===== config.mk =====
export PLATFORM = sky130hd
export DESIGN_NAME = nlr_ram
export DESIGN_NICKNAME = d
export VERILOG_FILES = /design/src/sv/nlr_ram.sv
export SDC_FILE = /design/constraint.sdc
export NUM_CORES = 2
export LEC_CHECK = 0
export ABC_CLOCK_PERIOD_IN_PS = 3100
export BUFFER_PORTS_ARGS = -buffer_cell sky130_fd_sc_hd__buf_2
export CAP_MARGIN = 20
export CORE_MARGIN = 3
export CORE_UTILIZATION = 55
export CTS_CLUSTER_SIZE = 20
export DETAILED_ROUTE_END_ITERATION = 8
export GPL_ROUTABILITY_DRIVEN = 0
export PLACE_DENSITY = 0.74
export SETUP_SLACK_MARGIN = 0.2
export SYNTH_ARGS = -nofsm -noshare
export SYNTH_HDL_FRONTEND = slang
export SYNTH_SLANG_ARGS = --single-unit
export TNS_END_PERCENT = 50

===== constraint.sdc =====
create_clock -name aclk -period 3.1 [get_ports aclk]
set_input_delay 0 -clock aclk [delete_from_list [all_inputs] [get_ports aclk]]
set_output_delay 0 -clock aclk [all_outputs]
set_load 0.01 [all_outputs]

===== src/sv/nlr_ram.sv =====
// ----------------------------------------------------------------------------
// nlr_ram
// Generic single-port-write, single-port-read RAM with registered read data.
// ----------------------------------------------------------------------------
module nlr_ram #(
    parameter int WIDTH = 32,
    parameter int DEPTH = 64
) (
    input  logic                                    aclk,
    input  logic                                    we,
    input  logic [((DEPTH > 1) ? $clog2(DEPTH) : 1)-1:0] waddr,
    input  logic [WIDTH-1:0]                        wdata,
    input  logic                                    re,
    input  logic [((DEPTH > 1) ? $clog2(DEPTH) : 1)-1:0] raddr,
    output logic [WIDTH-1:0]                        rdata
);

    logic [WIDTH-1:0] mem [DEPTH];

    always_ff @(posedge aclk) begin
        if (we) begin
            mem[waddr] <= wdata;
        end
        if (re) begin
            rdata <= mem[raddr];
        end
    end

endmodule


; Word level (Yosys, flattened, before mapping)
; Memory sizes are Yosys's and may differ from the RTL's. A register that Yosys moved wholly into a read port is not among the register bits.
; Cells that the tools add are included.
[word_totals]
reg_bits = 0
ramBits = 2048
wordCells = 3
mem_count = 1
in_bits = 47
output_inout_bits = 32
[op_classes]
muxes = 2
[memory_table]
columns = name, words, width, rd, rd_ports_with_merged_regs, wr, line_no
row1 = mem, 64, 32, 1, 1, 1, 18  ; logic [WIDTH-1:0] mem [DEPTH];
[ops]
columns = cell, count
row1 = two-way mux 1 bit, 2

; Longest topological paths before layout
[depth]
ltp_word = 2
mapped_depth = 10
mapped_depth_nobuf = 5

; Worst setup path before layout
; Ideal clock, no wire load.
[synth_timing]
path_type = input port to flip-flop
start = input waddr[3] (netlist bit)
end = memory mem[48][0] (enable)
t_arrival_ns = 2.699
stages = 4
path_slack_ns = -0.060
n_path_buf = 1
path_cell_list = clkbuf_1 -> nor2b_1 -> nand4b_1 -> nor3_1
[synth_rtl]
columns = item, line_no
row1 = start: declaration, 11  ; input logic [((DEPTH > 1) ? $clog2(DEPTH) : 1)-1:0] waddr,
row2 = end: declaration, 18
; Straight into the memory's write port.

; Worst setup path after layout
[layout_timing]
start = input we
end = memory mem[55][23] (enable)
[layout_via]
elab_chain_cells = 2
[layout_lines]
columns = item, line_no
row1 = start: declaration, 10  ; input logic we,
row2 = two-way mux 1 bit, 21  ; if (we) begin
row3 = two-way mux 1 bit (implied by the code), 22  ; mem[waddr] <= wdata;
; Every way passes these cells.

==> results.toml <==
[synth]
synth-seq-cells = 2080
syn_avg_cell_area_um2 = 23.7
synth-edff-count = 2080
yosysUniqueCellTypes = 33
syn-num-nets = 3371
netlist_area_um2 = 78800
postSynthCellCount = 3324
yosys_warnings = 0
synth-async-reset-ratio_pct = 0
synth-main-ff-cell = "edfxtp_1"
yosysMostFrequentCell = "edfxtp_1"
synthTopCellsByArea = "edfxtp_1 (79%), mux4_2 (16%), mux2i_1 (1.2%)"
seq_area_frac_synth_pct = 79.2
synth_area_leader_cell = "edfxtp_1"
yosys.area.top_type_share_pct = 79.2
synthTopCellsByCount = "edfxtp_1 (2,080), mux4_2 (544), nor2_1 (137)"

[placed_design]
place_ws_ns = 0.152
place.detailed.hpwl_um = 110000
io_buffers = 78

[cts]
htree_num_levels = 4
cts.sinks = 2080
clock_latency_ns = 0.83
clock-root-buffer = "clkbuf_16"
path_clk_slew_ns = 0.06
cts-buffers-inserted = 195
cts_buffer_depth = 3
postCtsSetupBuffers = 0
cts_tree = "yes"

[worst_setup_path]
cp-end-kind = "flip-flop"
critPathMaxFanout = 28
critical_path.startpoint = "we"
r2r_slack_ns = 0.75
crit_end = "mem[55][23]"
cp-start-kind = "input port"
worstPathArrival_ns = 2.90
criticalPathCategory = "in2reg"
rr_endpoint = "rdata[13]"
required_ns = 3.53
r2r_start = "mem[31][13]"
reg2regPathDepth = 4

[global_routing]
grt_pass1_wl_um = 285000
antenna_found_initial = 19
grt_max_degree = 65
grt_usage_pct = 27.6
grt_pass1_vias = 38649
grt-ovfl-total = 0

[flow_run]
drv_cap = 0

[detailed_routing]
wl_met2_um = 96800
drc = 0
dr.pass1.iters = 6
vias_per_cell = 6.68
top_layer_used = "met5"
avgRoutedWirePerCell_um = 34.8
wl_um = 200000
initialDrtViolationCount = 5551
dr_wl_met3_um = 24300
ant_nets = 0
vias = 38397
wl_met1_um = 71300

[sta]
slew_headroom_pct = 22.0
hold_viol_final = 0
min_period_over_period_pct = 79.5
fin_ws_ns = 0.635
worstMarginPinSlew_ns = 1.17
rsz0062_at_grt = "false"
setup_viol = 0
fin_crit_ns = 2.47
skew_ns = 0.0322
slew_viol_final = 0
max_freq_ghz = 0.406

[power]
leakagePower_nw = 28.4
ir_drop_mv = 0.638
power_density_nw_per_um2 = 636
power.total_mw = 57.5

[layout]
drive_gt1_share_pct = 30.8
multi_input_comb_area_um2 = 16000
regArea_um2 = 62500
nets = 3742
fillers = 8971
area_growth_pct = 14.7

[floorplanning]
die_y_um = 385
core-area_um2 = 142000
num_io_pins = 79
rows = 138
dieArea_um2 = 148000
die_w_um = 385
start_util_pct = 55.5

[run_status]
status = "completed"

[hold_path]
hp-class = "in2reg"
==> repair_timing <==
item / CTS / global route
hold buffers: 42 / 2
setup endpoints to repair: 0 / 0
gates resized for setup: 0 / 0
endpoints found under the hold margin: 1449 / 128
==> power by group <==
| group | switching, mW | internal (mW) |
|---|---|---|
| Sequential | 0.105 | 31.2 |
| Combinational | 1.84 | 1.20 |
| Clock | 10.1 | 13.1 |
| Total | 12.0 | 45.5 |
==> sequential cells by signal, summed over array words and instances, names as in the netlist <==
name / flops
mem: 2048
rdata: 32
==> layout make-up <==
| class | instances | area share, % |
|---|---|---|
| clock buffers | 234 | 5.67 |
| diodes | 8 | 0.0221 |
| well taps | 1890 | 2.61 |
| multi-input cells | 1062 | 17.7 |
| flip-flops and latches | 2080 | 69.1 |
| repair buffers | 356 | 3.84 |
| clock inverters | 116 | 1.14 |
==> worst max-delay path: stages <==
cell	delay, ns
dlygate4sd3_1	0.61
buf_2	0.19
nor2b_1	0.18
nand4_1	0.39
dlygate4sd3_1	0.76
nor2_4	0.21
buf_4	0.50
==> per-layer routing <==
layer | vias up | global-route usage [%]
li1 | 15054 | -
met2 | 2611 | 43.6
met5 | - | 0
met3 | 407 | 6.62
met1 | 20309 | 38.5
met4 | 16 | 9.09
==> how the worst min path moves through the flow <==
stage	start	end	slack, ns	cells past startpoint
floorplan	wdata[0]	mem[0][0]	0.1	0
global placement	rdata[8]	rdata[8]	0.44	1
detailed placement	rdata[17]	rdata[17]	0.44	1
CTS	wdata[30]	mem[40][30]	0.002	1
global route	wdata[8]	mem[8][8]	0.02	2
finish	wdata[8]	mem[8][8]	0.03	2
==> through the flow <==
step	std cells	hold slack (ns)	instance area, um2	TNS (ns)	utilization (%)
floorplan	3324	0.0989	78800	-1.70	-
global placement	5328	0.445	83500	0	58.8
detailed placement	5328	0.442	83500	0	58.8
CTS	5720	0.00152	90100	0	63.5
global route	5740	0.0227	90400	0	63.7
finish	5746	0.0291	90500	0	63.7
==> cell usage in the layout (no fill, tap or decap), drive strengths merged, types with 4 or more instances in the layout <==
cell type,n
clkinvlp,4
buf,312
nand3,5
nand2,26
a41o,4
a21oi,62
dlygate4sd3,44
bufinv,16
nand3b,5
o22ai,84
and3,4
o221ai,27
nand2b,8
nor2b,15
edfxtp,2080
a22oi,12
diode,8
nor2,137
inv,6
nor3,7
mux4,544
a311oi,8
o32ai,4
clkbuf,234
clkinv,90
or3b,5
mux2i,93
==> logic make-up after synthesis <==
family                 count (synthesis)  share of synthesized area, %
DFF                                 2080                          79.2
muxes                                637                          16.7
and+or+nand+nor                      223                          1.26
AOI/OAI and AO/OA                    202                          1.67
buffers and inverters                182                          1.12
Power figures use the tool's default switching activity.
