$ cat src/sv/nlr_pkg.sv
// ----------------------------------------------------------------------------
// nlr_pkg
// Shared types, constants and fixed-point helpers for the normalized
// Legendre recurrence block.
// ----------------------------------------------------------------------------
package nlr_pkg;

    localparam int unsigned CFG_W      = 5;
    localparam int unsigned MAX_DEGREE = 31;

    localparam logic [0:0] REG_ORDER      = 1'b0;
    localparam logic [0:0] REG_MAX_DEGREE = 1'b1;

    localparam logic signed [31:0] ONE_Q30     = 32'sh4000_0000;
    localparam logic signed [31:0] NEG_ONE_Q30 = -32'sh4000_0000;

    typedef enum logic [0:0] {
        ITER_DIV,
        ITER_SQRT
    } iter_mode_t;

    typedef struct packed {
        logic       start;
        iter_mode_t mode;
    } iter_req_t;

    typedef struct packed {
        logic        done;
        logic [31:0] root_quot;
    } iter_rsp_t;

    typedef enum logic [4:0] {
        ST_IDLE,
        ST_ERR,
        ST_Z0,
        ST_Z1,
        ST_DMU2,
        ST_DS,
        ST_DQ,
        ST_DQ_GO,
        ST_DQ_WT,
        ST_DR_GO,
        ST_DR_WT,
        ST_DRS,
        ST_DP2,
        ST_DC_GO,
        ST_DC_WT,
        ST_DA,
        ST_DA2,
        ST_DCA,
        ST_DP1,
        ST_DE0,
        ST_DE1,
        ST_SMA,
        ST_SA,
        ST_SKA,
        ST_SC2,
        ST_SNUM,
        ST_SC1_GO,
        ST_SC1_WT,
        ST_SDIV_GO,
        ST_SDIV_WT,
        ST_SEMIT
    } seq_state_t;

    // shift right, round to nearest, ties away from zero
    function automatic logic signed [63:0] rnd_shr(input logic signed [63:0] v,
                                                   input logic [5:0] sh);
        logic [63:0] mag;
        logic [63:0] q;
        mag = v[63] ? 64'(-v) : 64'(v);
        q   = (mag + (64'd1 << (sh - 6'd1))) >> sh;
        return v[63] ? -$signed(q) : $signed(q);
    endfunction

    function automatic logic signed [31:0] sat_q30(input logic signed [63:0] v);
        if (v > 64'sd1073741824) begin
            return ONE_Q30;
        end else if (v < -64'sd1073741824) begin
            return NEG_ONE_Q30;
        end
        return v[31:0];
    endfunction

endpackage

$ cat src/sv/nlr_iter.sv
// ----------------------------------------------------------------------------
// nlr_iter
// Shared iterative unit: 64/32 restoring divide with overflow clamp, or
// 64-bit integer square root. One bit per cycle.
// ----------------------------------------------------------------------------
module nlr_iter (
    input  logic              aclk,
    input  logic              aresetn,
    input  nlr_pkg::iter_req_t req,
    input  logic [63:0]       num,
    input  logic [31:0]       den,
    output nlr_pkg::iter_rsp_t rsp
);

    logic              busy_reg;
    logic              done_reg;
    nlr_pkg::iter_mode_t mode_reg;
    logic [5:0]        count_reg;
    logic [63:0]       rem_reg;
    logic [63:0]       aux_reg;
    logic [63:0]       res_reg;
    logic [63:0]       den_sh;
    logic [63:0]       trial;
    logic              take;

    assign den_sh = {1'b0, den, 31'b0};

    always_comb begin
        trial = (mode_reg == nlr_pkg::ITER_SQRT) ? (res_reg + aux_reg) : aux_reg;
        take  = (rem_reg >= trial);
    end

    always_ff @(posedge aclk) begin
        if (!aresetn) begin
            busy_reg <= 1'b0;
            done_reg <= 1'b0;
        end else begin
            done_reg <= 1'b0;
            if (req.start) begin
                busy_reg <= 1'b1;
            end else if (busy_reg && count_reg == 6'd0) begin
                busy_reg <= 1'b0;
                done_reg <= 1'b1;
            end
        end
    end

    always_ff @(posedge aclk) begin
        if (req.start) begin
            mode_reg <= req.mode;
            rem_reg  <= num;
            if (req.mode == nlr_pkg::ITER_SQRT) begin
                aux_reg   <= 64'd1 << 62;
                res_reg   <= 64'd0;
                count_reg <= 6'd32;
            end else if (num >= den_sh) begin
                aux_reg   <= den_sh;
                res_reg   <= 64'd1 << 31;
                count_reg <= 6'd0;
            end else begin
                aux_reg   <= den_sh;
                res_reg   <= 64'd0;
                count_reg <= 6'd32;
            end
        end else if (busy_reg && count_reg != 6'd0) begin
            count_reg <= count_reg - 6'd1;
            if (mode_reg == nlr_pkg::ITER_SQRT) begin
                if (take) begin
                    rem_reg <= rem_reg - trial;
                    res_reg <= (res_reg >> 1) + aux_reg;
                end else begin
                    res_reg <= res_reg >> 1;
                end
                aux_reg <= aux_reg >> 2;
            end else begin
                if (take) begin
                    rem_reg <= rem_reg - trial;
                end
                res_reg <= {res_reg[62:0], take};
                aux_reg <= aux_reg >> 1;
            end
        end
    end

    assign rsp.done      = done_reg;
    assign rsp.root_quot = res_reg[31:0];

endmodule

$ cat config.mk
export PLATFORM = sky130hd
export DESIGN_NAME = nlr_iter
export DESIGN_NICKNAME = d
export VERILOG_FILES = /design/src/sv/nlr_pkg.sv /design/src/sv/nlr_iter.sv
export SDC_FILE = /design/constraint.sdc
export NUM_CORES = 1
export LEC_CHECK = 0
export BUFFER_PORTS_ARGS = -buffer_cell sky130_fd_sc_hd__buf_4
export CAP_MARGIN = 30
export CORE_UTILIZATION = 35
export DETAILED_ROUTE_END_ITERATION = 6
export PLACE_DENSITY = 0.52
export SYNTH_ARGS = -nofsm -noshare
export SYNTH_HDL_FRONTEND = slang
export SYNTH_SLANG_ARGS = --single-unit
export TNS_END_PERCENT = 5
$ cat constraint.sdc
create_clock -name aclk -period 15.45 [get_ports aclk]
set_clock_uncertainty 0.15 [all_clocks]
set_input_delay 3.09 -clock aclk [delete_from_list [all_inputs] [get_ports aclk]]
set_output_delay 3.09 -clock aclk [all_outputs]
set_load 0.02 [all_outputs]
After elaboration in Yosys (flattened, before gate mapping)

Cells that the tools add are included.

Add/sub/neg operators: 4
Multipliers: 0
Divide/modulo/power cells: 0
Magnitude comparators: 2
Eq/ne operators: 0
Shift-type cells: 0
Mux-type cells: 21
Bitwise logic cells: 1
Reduce and logical (&&, ||, !) cells: 9

Operator list:

| kind                  | number |
|---|---|
| $mux W64              | 11 |
| $mux W63              | 2 |
| $add A63 B64 Y64      | 1 |
| $add A64 B64 Y64      | 1 |
| $ge A64 B63 Y1        | 1 |
| $ge A64 B64 Y1        | 1 |
| $sub A64 B64 Y64      | 1 |
| $mux W32              | 1 |
| $mux W6               | 4 |
| $logic_not A6 Y1      | 1 |
| $reduce_bool A2 Y1    | 3 |
| $reduce_bool A6 Y1    | 1 |
| $sub A6 B1 Y6 const B | 1 |
| $mux W1               | 3 |
| $logic_and A1 B1 Y1   | 2 |
| $reduce_and A2 Y1     | 1 |
| $reduce_or A2 Y1      | 1 |
| $not A1 Y1            | 1 |

Flip-flop bits (word level): 201
Bits in latches: 0
Bits in writable memories: 0
Memory bits (read-only): 0
Input bits: 100
Word-level logic and storage cells: 44
Memories kept: 0

Depth between registers and ports, before layout

Gate-level depths: netlist of run 1.

Word-level depth: 7
Gate-level depth with buffers: 27
Gate-level depth less buffers: 24

Worst setup path after synthesis of run 1

Ideal clock, no wire load.

Kind: input to register
Start point: input req[1] (netlist bit)
End point: register rem_reg[0], enable pin
Arrival: 11.528 ns
Required time: 14.716 ns
Setup slack: 3.188 ns
Stages: 4
Buffers on the path: 2
Cells stage by stage: clkbuf_1 -> clkbuf_1 -> o21a_1 -> a21boi_0

Longest elaborated chain between the ends: 2

RTL lines:

| element                       | RTL line       | text |
|---|---|---|
| from (decl)                   | nlr_iter.sv:9  | `input nlr_pkg::iter_req_t req,` |
| $reduce_bool A2 Y1 (no line)  | n/a            |  |
| $reduce_and A2 Y1 (no line) * | n/a            |  |
| to (signal assigned)          | nlr_iter.sv:51 | `rem_reg <= num;` |
| to (signal assigned)          | nlr_iter.sv:69 | `rem_reg <= rem_reg - trial;` |
| to (signal assigned)          | nlr_iter.sv:77 | `rem_reg <= rem_reg - trial;` |
| to (decl)                     | nlr_iter.sv:19 | `logic [63:0] rem_reg;` |

Every way passes the cells marked *; elsewhere a longest branch is shown, timed or not.
A chain may end at the register's enable or synchronous reset.

Final worst setup path of run 1

Start point: register res_reg[0]
End point: register rem_reg[15], enable pin

Longest elaborated chain between the ends: 5

RTL lines:

| element                      | RTL line       | text |
|---|---|---|
| from (decl)                  | nlr_iter.sv:21 | `logic [63:0] res_reg;` |
| from (signal assigned)       | nlr_iter.sv:58 | `res_reg <= 64'd1 << 31;` |
| from (signal assigned)       | nlr_iter.sv:70 | `res_reg <= (res_reg >> 1) + aux_reg;` |
| from (signal assigned)       | nlr_iter.sv:72 | `res_reg <= res_reg >> 1;` |
| $add A64 B64 Y64             | nlr_iter.sv:29 | `trial = (mode_reg == nlr_pkg::ITER_SQRT) ? (res_reg + aux_reg) : aux_reg;` |
| $mux W64                     | nlr_iter.sv:29 |  |
| $ge A64 B64 Y1               | nlr_iter.sv:30 | `take = (rem_reg >= trial);` |
| $reduce_bool A2 Y1 (no line) | n/a            |  |
| $reduce_and A2 Y1 (no line)  | n/a            |  |

Every way passes these cells.

==> results of run 1 <==
-- cell families (layout without fill, tap and decap cells) --
group	Yosys count	count (layout)
AO/OA/AOI/OAI	1005	1005
XOR/XNOR	158	158
adder cells (fa/ha/maj)	227	227
buffers and inverters	281	273
flip-flops	200	200
multiplexers	30	30
AND/OR/NAND/NOR	936	936
-- critical path: cells and delay by family, from the launching register on --
kind	cells	cell delay, ns
xor+xnor	1	0.22
simple gates	7	1.82
buf+inv	4	1.12
flops	1	0.39
fa+ha+maj	3	1.09
compound gates	10	2.09
-- cells in the final DEF, fill, tap and decap left out, types with 19 or more instances in the layout --
| master | n |
|---|---|
| a211oi_1 | 35 |
| a21o_1 | 114 |
| a21oi_1 | 361 |
| a311oi_1 | 35 |
| a31oi_1 | 34 |
| and2_1 | 21 |
| and3_1 | 22 |
| buf_4 | 143 |
| edfxtp_1 | 198 |
| ha_1 | 224 |
| inv_1 | 95 |
| nand2_1 | 346 |
| nand2b_1 | 19 |
| nand3_1 | 43 |
| nand4_1 | 58 |
| nor2_1 | 239 |
| nor2b_1 | 80 |
| nor3_1 | 45 |
| o211ai_1 | 23 |
| o21a_1 | 24 |
| o21ai_0 | 197 |
| o21bai_1 | 38 |
| o31ai_1 | 24 |
| xnor2_1 | 95 |
| xor2_1 | 63 |
-- how the worst max path moves through the flow --
stage / depth (start not counted) / end / from / slack (ns)
final: 25 / rem_reg[15] / res_reg[0] / 8.13
after global routing: 25 / rem_reg[18] / res_reg[0] / 7.57
after CTS: 24 / rem_reg[19] / res_reg[0] / 7.96
after detailed placement: 24 / rem_reg[0] / res_reg[0] / 8.00
after global placement: 24 / rem_reg[1] / res_reg[0] / 8.19
after floorplan: 4 / rem_reg[0] / req[1] / 3.19
-- final cells by class --
type / count / area share
clock buffer: 19 / 0.0177
clock inverter: 13 / 0.00594
inverter: 95 / 0.0146
multi-input combinational: 2356 / 0.627
sequential: 200 / 0.245
tap: 846 / 0.0433
timing repair buffer: 146 / 0.0464
-- power groups by stage --
stage	clock, mW	sequential [mW]	combinational [mW]
final	0.477	1.05	3.78
after global routing	0.509	1.07	4.18
after CTS	0.496	1.05	3.72
after detailed placement	0	1.06	3.69
after global placement	0	1.05	3.70
after floorplan	0	0.987	2.85
-- Yosys cell counts, drive strengths merged (6+ instances only) --
cell type,count
a21o,115
a21boi,13
and4,6
o211ai,23
a211o,6
a21oi,362
inv,95
o21ai,201
o22ai,6
o41ai,9
or3,11
and2,21
o21bai,38
a311oi,35
xor2,63
xnor2,95
and3,22
nor2,240
a41oi,7
nand2,346
nor2b,80
a221oi,13
a2111oi,6
a31oi,36
clkbuf,128
mux2i,17
nor4,15
a211oi,36
ha,224
nor3b,7
nand2b,19
edfxtp,198
buf,58
nand4,58
mux2,13
nand3,44
nor3,46
o21a,25
o31ai,25
o2111ai,7
-- metal layers --
metal	routed length, um	vias to the layer above	part of all wire
met1	38200	10200	0.51
met5	0	-	0
met4	1310	0	0.017
li1	-	10500	-
met3	4440	65	0.059
met2	31500	643	0.42
==> run summary, run 1 <==
* outcome: complete, no violations
* Cell Area, Synth: 22500 um^2
* actual transition at the worst max-transition pin: 1.02 ns
* hold-fix buffer count after cts: 0
* dominant combinational cell family by area after synthesis: compound AO/OA/AOI/OAI gates
* area share of the largest cell type after synthesis: 0.265
* Post-synth EDFFs: 198
* Yosys warning count: 0
* vertical die dimension: 255 um
* Placed Instance Area: 23800 um^2
* GR met3 Demand/Resource: 0.0305
* unrepaired setup endpoints after global routing: no
* Final GP Congestion: 0.956
* post_cts resized: 0
* top area cells in the synthesized netlist: edfxtp_1 26%, ha_1 12%, a21oi_1 8.1%
* Cell variety after synth: 84
* buffer type at the clock tree root: clkbuf_16
* endpoint type of the worst setup path: register
* Layout Area Growth over Synthesis: 8.67%
* H-tree level count: 4
* Nets: 3143
* total net switching power: 2.76 mW
* worst hold slack after final layout: 0.304 ns
* sink count of the clock tree: 200
* endpoints failing hold: 0
* worst reg2reg path startpoint: res_reg[0]
* Post-DRT Antenna Nets: 0
* instance count along the most critical hold path: 2
* Post-Synthesis Mean Instance Area: 7.92 um^2
* count of maximum capacitance violations: 0
* CTS tree: yes
* Post-CTS Setup Bufs: 0
* wire length of the first global-routing pass: 117000 um
* Critical Path Source Type: register
* number of standard cells in the final layout excluding fillers: 3675
* number of register bits inferred by synthesis: 200
* relative contribution of the clock network to total power: 0.090
* vias per inst: 5.80
* highest-delay cell along the critical path: buf_4
* Setup Crit Path Kind: register to register
* Total Routing Usage GR: 0.228
* crit path DAT: 7.30 ns
* part of the power in combinational logic: 0.712
* switching part of the total power: 0.521
* fraction of synthesized area in multiplexers: 0.0141
* final standard cell area without fillers: 24400 um^2
* GRT busiest layer: met1
* Final HPWL DP: 59800 um
* met2 Usage GRT: 0.330
* maximum net fanout on the critical path: 84
* post-route worst setup slack: 8.13 ns
* Worst-Skew Late Latency: 0.51 ns
* share of flip-flops with an asynchronous set or reset: 0
* layout filler cell count: 6628
* Leak Pwr: 10.1 nW
* detailed-route wire length: 75400 um
* vias: 21300
* type of the tightest min-delay check: register to register
* top_reg_cell synth: edfxtp_1
* max_slew headroom: 0.311
* initial antenna violation count: 0
* cell type with the highest aggregate area in the netlist: edfxtp_1
* post-CTS clock slew at the launch and capture registers of the worst setup and hold paths: 0.08 ns
* area of the die: 65200 um^2
* basic-gate share of the synthesized area counting and, or, nand and nor cells: 0.194
* sequential share of power: 0.198
* Antenna Diode Count: 0
* cell depth of the worst flop-to-flop path: 25
* total area of sequential cells: 5990 um^2
* core area: 63300 um^2
* part of the Yosys area used for sequential elements: 0.266
* internal power: 2.54 mW
* number of global-route vias before repair: 20200
* Pins Over Slew Limit: 0
* register-to-register setup slack: 8.13 ns
* Max stage delay on crit path: 0.68 ns
* clock period minus final worst setup slack: 7.32 ns
* number of DRC markers after the initial detailed-route iteration: 2007
* Inserted Clock Buffers: 17
* post-synthesis compound-gate area fraction: 0.283
* wire length per cell: 20.5 um
* GR Util met1: 0.349
* I/O pin cnt: 133
* buffers from clock root to sink, at most: 2
* proportion of layout cells with a drive suffix above 1: 0.0771
* post-synthesis net count: 3164
* horizontal extent of the die: 255 um
* arithmetic-cell share of the synthesized area counting full adders, half adders and majority gates: 0.127
* Port Buffer Count: 132
* worst-case hold path end point: done_reg
* gr ovfl total: 0
* count of standard-cell rows: 92
* maximum number of pins on one net before global-route repair: 180
* xor-xnor portion of the synthesized cell area: 0.0616
* reg-to-reg endpoint: rem_reg[15]
* Syn Inst Count: 2837
* Max Clock Freq: 137 MHz
* final setup TNS: 0 ns
* utilization of the core after routing: 0.386
* WP data required: 15.43 ns
* area of combinational cells with multiple inputs: 15300 um^2
* source of the worst hold timing path: busy_reg
* cell count after placement: 3642
* starting density of the core: 0.355
* Final Setup Violations: 0
* crit share post-route: 0.474
* total DRC errors in the routed layout: 0
* pwr dens: 217 nW/um^2
* Power Total: 5.31 mW
* post-placement worst setup slack: 8.00 ns
* Peak VDD IR: 139 uV
* TritonRoute pass-1 iters: 6
Power figures use the tool's default switching activity.
==> run 2: changes to the inputs <==
ABC_AREA = 1   (was default)
PLACE_DENSITY = 0.53   (was 0.52)
clock period = 6 ns   (was 15.45 ns; I/O delays follow)
==> run 2 against run 1 <==
  * The flow now finishes with violations (DRC)
  * Register-to-register slack worse by 7.7 ns
  * Synthesized cell count grew 64%
  * Power grew 150%
  * Critical path type unchanged
==> run summary, run 2 <==
* outcome: complete, but fails checks, was complete, no violations
* violated checks: DRC
* top area cells in the synthesized netlist: nand2_1 22%, edfxtp_1 22%, inv_1 11%, was edfxtp_1 26%, ha_1 12%, a21oi_1 8.1%
* maximum net fanout on the critical path: 21, was 84
* WL met3: 6770 um, was 4440 um
* starting density of the core: 0.354, was 0.355
* crit path DAT: 5.69 ns, was 7.30 ns
* number of register bits inferred by synthesis: 200, unchanged
* max_slew headroom: 0.343, was 0.311
* type of the tightest min-delay check: register to register, unchanged
* Layout Area Growth over Synthesis: 9.16%, was 8.67%
* Pins Over Slew Limit: 0, unchanged
* part of the Yosys area used for sequential elements: 0.218, was 0.266
* Leak Pwr: 14.9 nW, was 10.1 nW
* Post-DRT Antenna Nets: 0, unchanged
* Max stage delay on crit path: 0.39 ns, was 0.68 ns
* Post-synth EDFFs: 198, unchanged
* count of standard-cell rows: 102, was 92
* Max Clock Freq: 179 MHz, was 137 MHz
* unrepaired setup endpoints after global routing: no, unchanged
* worst reg2reg path startpoint: res_reg[0], unchanged
* CTS tree: yes, unchanged
* reg-to-reg endpoint: res_reg[54], was rem_reg[15]
* count of buffering cells on the critical path with inverters included: 3, was 4
* endpoints failing hold: 0, unchanged
* highest-count cells in the layout ignoring fill and taps: 1639 x nand2_1, 777 x inv_1, 461 x nor2_1, 353 x a21oi_1, 260 x nand3_1, was 361 x a21oi_1, 346 x nand2_1, 239 x nor2_1, 224 x ha_1, 198 x edfxtp_1
* worst-case hold path end point: done_reg, unchanged
* detailed-route wire length: 116000 um, was 75400 um
* TritonRoute pass-1 iters: 7, was 6
* cell type with the highest aggregate area in the netlist: nand2_1, was edfxtp_1
* Final HPWL DP: 96800 um, was 59800 um
* crit share post-route: 0.932, was 0.474
* post-placement worst setup slack: 0.405 ns, was 8.00 ns
* Nets: 5051, was 3143
* launch point of the critical path: res_reg[0], unchanged
* sink count of the clock tree: 200, unchanged
* cell depth of the worst flop-to-flop path: 28, was 25
* pwr dens: 441 nW/um^2, was 217 nW/um^2
* Syn Inst Count: 4663, was 2837
* total DRC errors in the routed layout: 1, was 0
* Met1 Wirelength: 52600 um, was 38200 um
* register-to-register setup slack: 0.41 ns, was 8.13 ns
* wire length of the first global-routing pass: 172000 um, was 117000 um
* Yosys warning count: 0, unchanged
* core area: 77500 um^2, was 63300 um^2
* synth cell count leaders: 1640 x nand2_1, 779 x inv_1, 462 x nor2_1, was 362 x a21oi_1, 346 x nand2_1, 240 x nor2_1
* gr ovfl total: 0, unchanged
* H-tree level count: 4, unchanged
* Worst-Skew Late Latency: 0.52 ns, was 0.51 ns
* Port Buffer Count: 132, unchanged
* vias: 30200, was 21300
* post-CTS clock slew at the launch and capture registers of the worst setup and hold paths: 0.09 ns, was 0.08 ns
* instance count along the most critical hold path: 2, unchanged
* most frequently used cell type in the post-synthesis netlist: nand2_1, was a21oi_1
* post-synthesis net count: 4990, was 3164
* vertical die dimension: 282 um, was 255 um
* Post-Synthesis Mean Instance Area: 5.88 um^2, was 7.92 um^2
* Total Routing Usage GR: 0.291, was 0.228
* Antenna Diode Count: 0, unchanged
* Setup Crit Path Kind: register to register, unchanged
* Final Setup Violations: 0, unchanged
* Peak VDD IR: 228 uV, was 139 uV
* Critical Path Source Type: register, unchanged
* buffers from clock root to sink, at most: 2, unchanged
* Inserted Clock Buffers: 17, unchanged
* horizontal extent of the die: 282 um, was 255 um
* wire length per cell: 20.1 um, was 20.5 um
* vias per inst: 5.23, was 5.80
* source of the worst hold timing path: busy_reg, unchanged
* number of global-route vias before repair: 28300, was 20200
* post-route worst setup slack: 0.410 ns, was 8.13 ns
* DR top layer: met4, unchanged
* cell repeated most along the worst path: nand2_1
* final setup TNS: 0 ns, unchanged
* met2 layer wire length in the routed design: 51900 um, was 31500 um
* WP data required: 6.10 ns, was 15.43 ns
* endpoint type of the worst setup path: register, unchanged
* I/O pin cnt: 133, unchanged
* share of flip-flops with an asynchronous set or reset: 0, unchanged
* number of DRC markers after the initial detailed-route iteration: 2802, was 2007
* actual transition at the worst max-transition pin: 0.986 ns, was 1.02 ns
* area share of the largest cell type after synthesis: 0.225, was 0.265
* area of the die: 79400 um^2, was 65200 um^2
* initial antenna violation count: 0, unchanged
* top_reg_cell synth: edfxtp_1, unchanged
* proportion of layout cells with a drive suffix above 1: 0.0519, was 0.0771
* Worst path top cell family by delay: simple AND/OR/NAND/NOR gates, was compound AO/OA/AOI/OAI gates
* clock period minus final worst setup slack: 5.59 ns, was 7.32 ns
* maximum number of pins on one net before global-route repair: 187, was 180
* Cell variety after synth: 48, was 84
* highest-delay cell along the critical path: edfxtp_1, was buf_4
* Final GP Congestion: 1.08, was 0.956
* count of maximum capacitance violations: 0, unchanged
* layout filler cell count: 8771, was 6628
* Cell Area, Synth: 27400 um^2, was 22500 um^2
* most common cell after layout, fill and taps aside: nand2_1, was a21oi_1
* buffer type at the clock tree root: clkbuf_16, unchanged
run 2: cell types whose count changed in the layout (fill, tap and decap cells not counted), moves of 55 or more:
cell and change:
xor2_1 -55, nor2b_1 -80, inv_1 +682, nand3_1 +217, a21o_1 -103, nand2_1 +1293, nor2_1 +222
run 2: worst max path at each step:
stage / end / cells past startpoint
floorplan: rem_reg[0] / 30
global placement: res_reg[0] / 28
detailed placement: res_reg[0] / 28
CTS: res_reg[42] / 29
global route: res_reg[57] / 28
finish: res_reg[54] / 28
run 2: logic make-up after synthesis:
family                     share of synthesized area
AOI/OAI and AO/OA                              0.132
xor gates and xnor gates                      0.0233
adders and majority gates                      0.104
DFF                                            0.218
buffers and inverters                          0.134
and+or+nand+nor                                0.388
run 2: power breakdown:
group          switching [mW]  internal (mW)  leakage, nW
logic                    6.37           3.06         12.5
clock network           0.681          0.558        0.289
registers               0.408           2.11         2.07
run 2: through the flow:
stage | utilization | hold slack (ns) | power [mW] | area, um^2 | cells
after CTS | 0.386 | 0.304 | 13.0 | 29900 | 5776
after floorplan | - | 0.265 | 8.89 | 27400 | 4663
final | 0.386 | 0.299 | 13.2 | 29900 | 5777
after global routing | 0.386 | 0.337 | 14.3 | 29900 | 5777
after global placement | 0.378 | 0.297 | 11.8 | 29300 | 5744
after detailed placement | 0.378 | 0.290 | 11.7 | 29300 | 5744
run 2: area by class of cell:
type	count	area [um^2]	share of cell area
Clock buffer	17	425	0.0142
Clock inverter	15	154	0.00514
Inverter	781	2940	0.0981
Multi-Input combinational cell	3556	17800	0.594
Sequential cell	200	5990	0.200
Tap cell	1040	1300	0.0435
Timing Repair Buffer	168	1340	0.0446
run 2: repair_timing:
item,in CTS,in global routing
setup endpoints to repair,0,13
buffers inserted,0,0
hold buffers,0,0
resized for setup,0,2
run 2: per-layer routing:
layer / global-route usage / vias up
met5: 0 / -
met3: 0.0242 / 166
met4: 0.122 / 0
met1: 0.399 / 14000
li1: - / 15000
met2: 0.468 / 1067
run 2: worst reg2reg max path: cells and delay by family, from the launching register on:
kind | cells | cell delay [ns]
and+or+nand+nor | 21 | 3.24
adders and majority gates | 3 | 0.94
buffers and inverters | 3 | 0.53
DFF | 1 | 0.39
AOI/OAI and AO/OA | 1 | 0.06
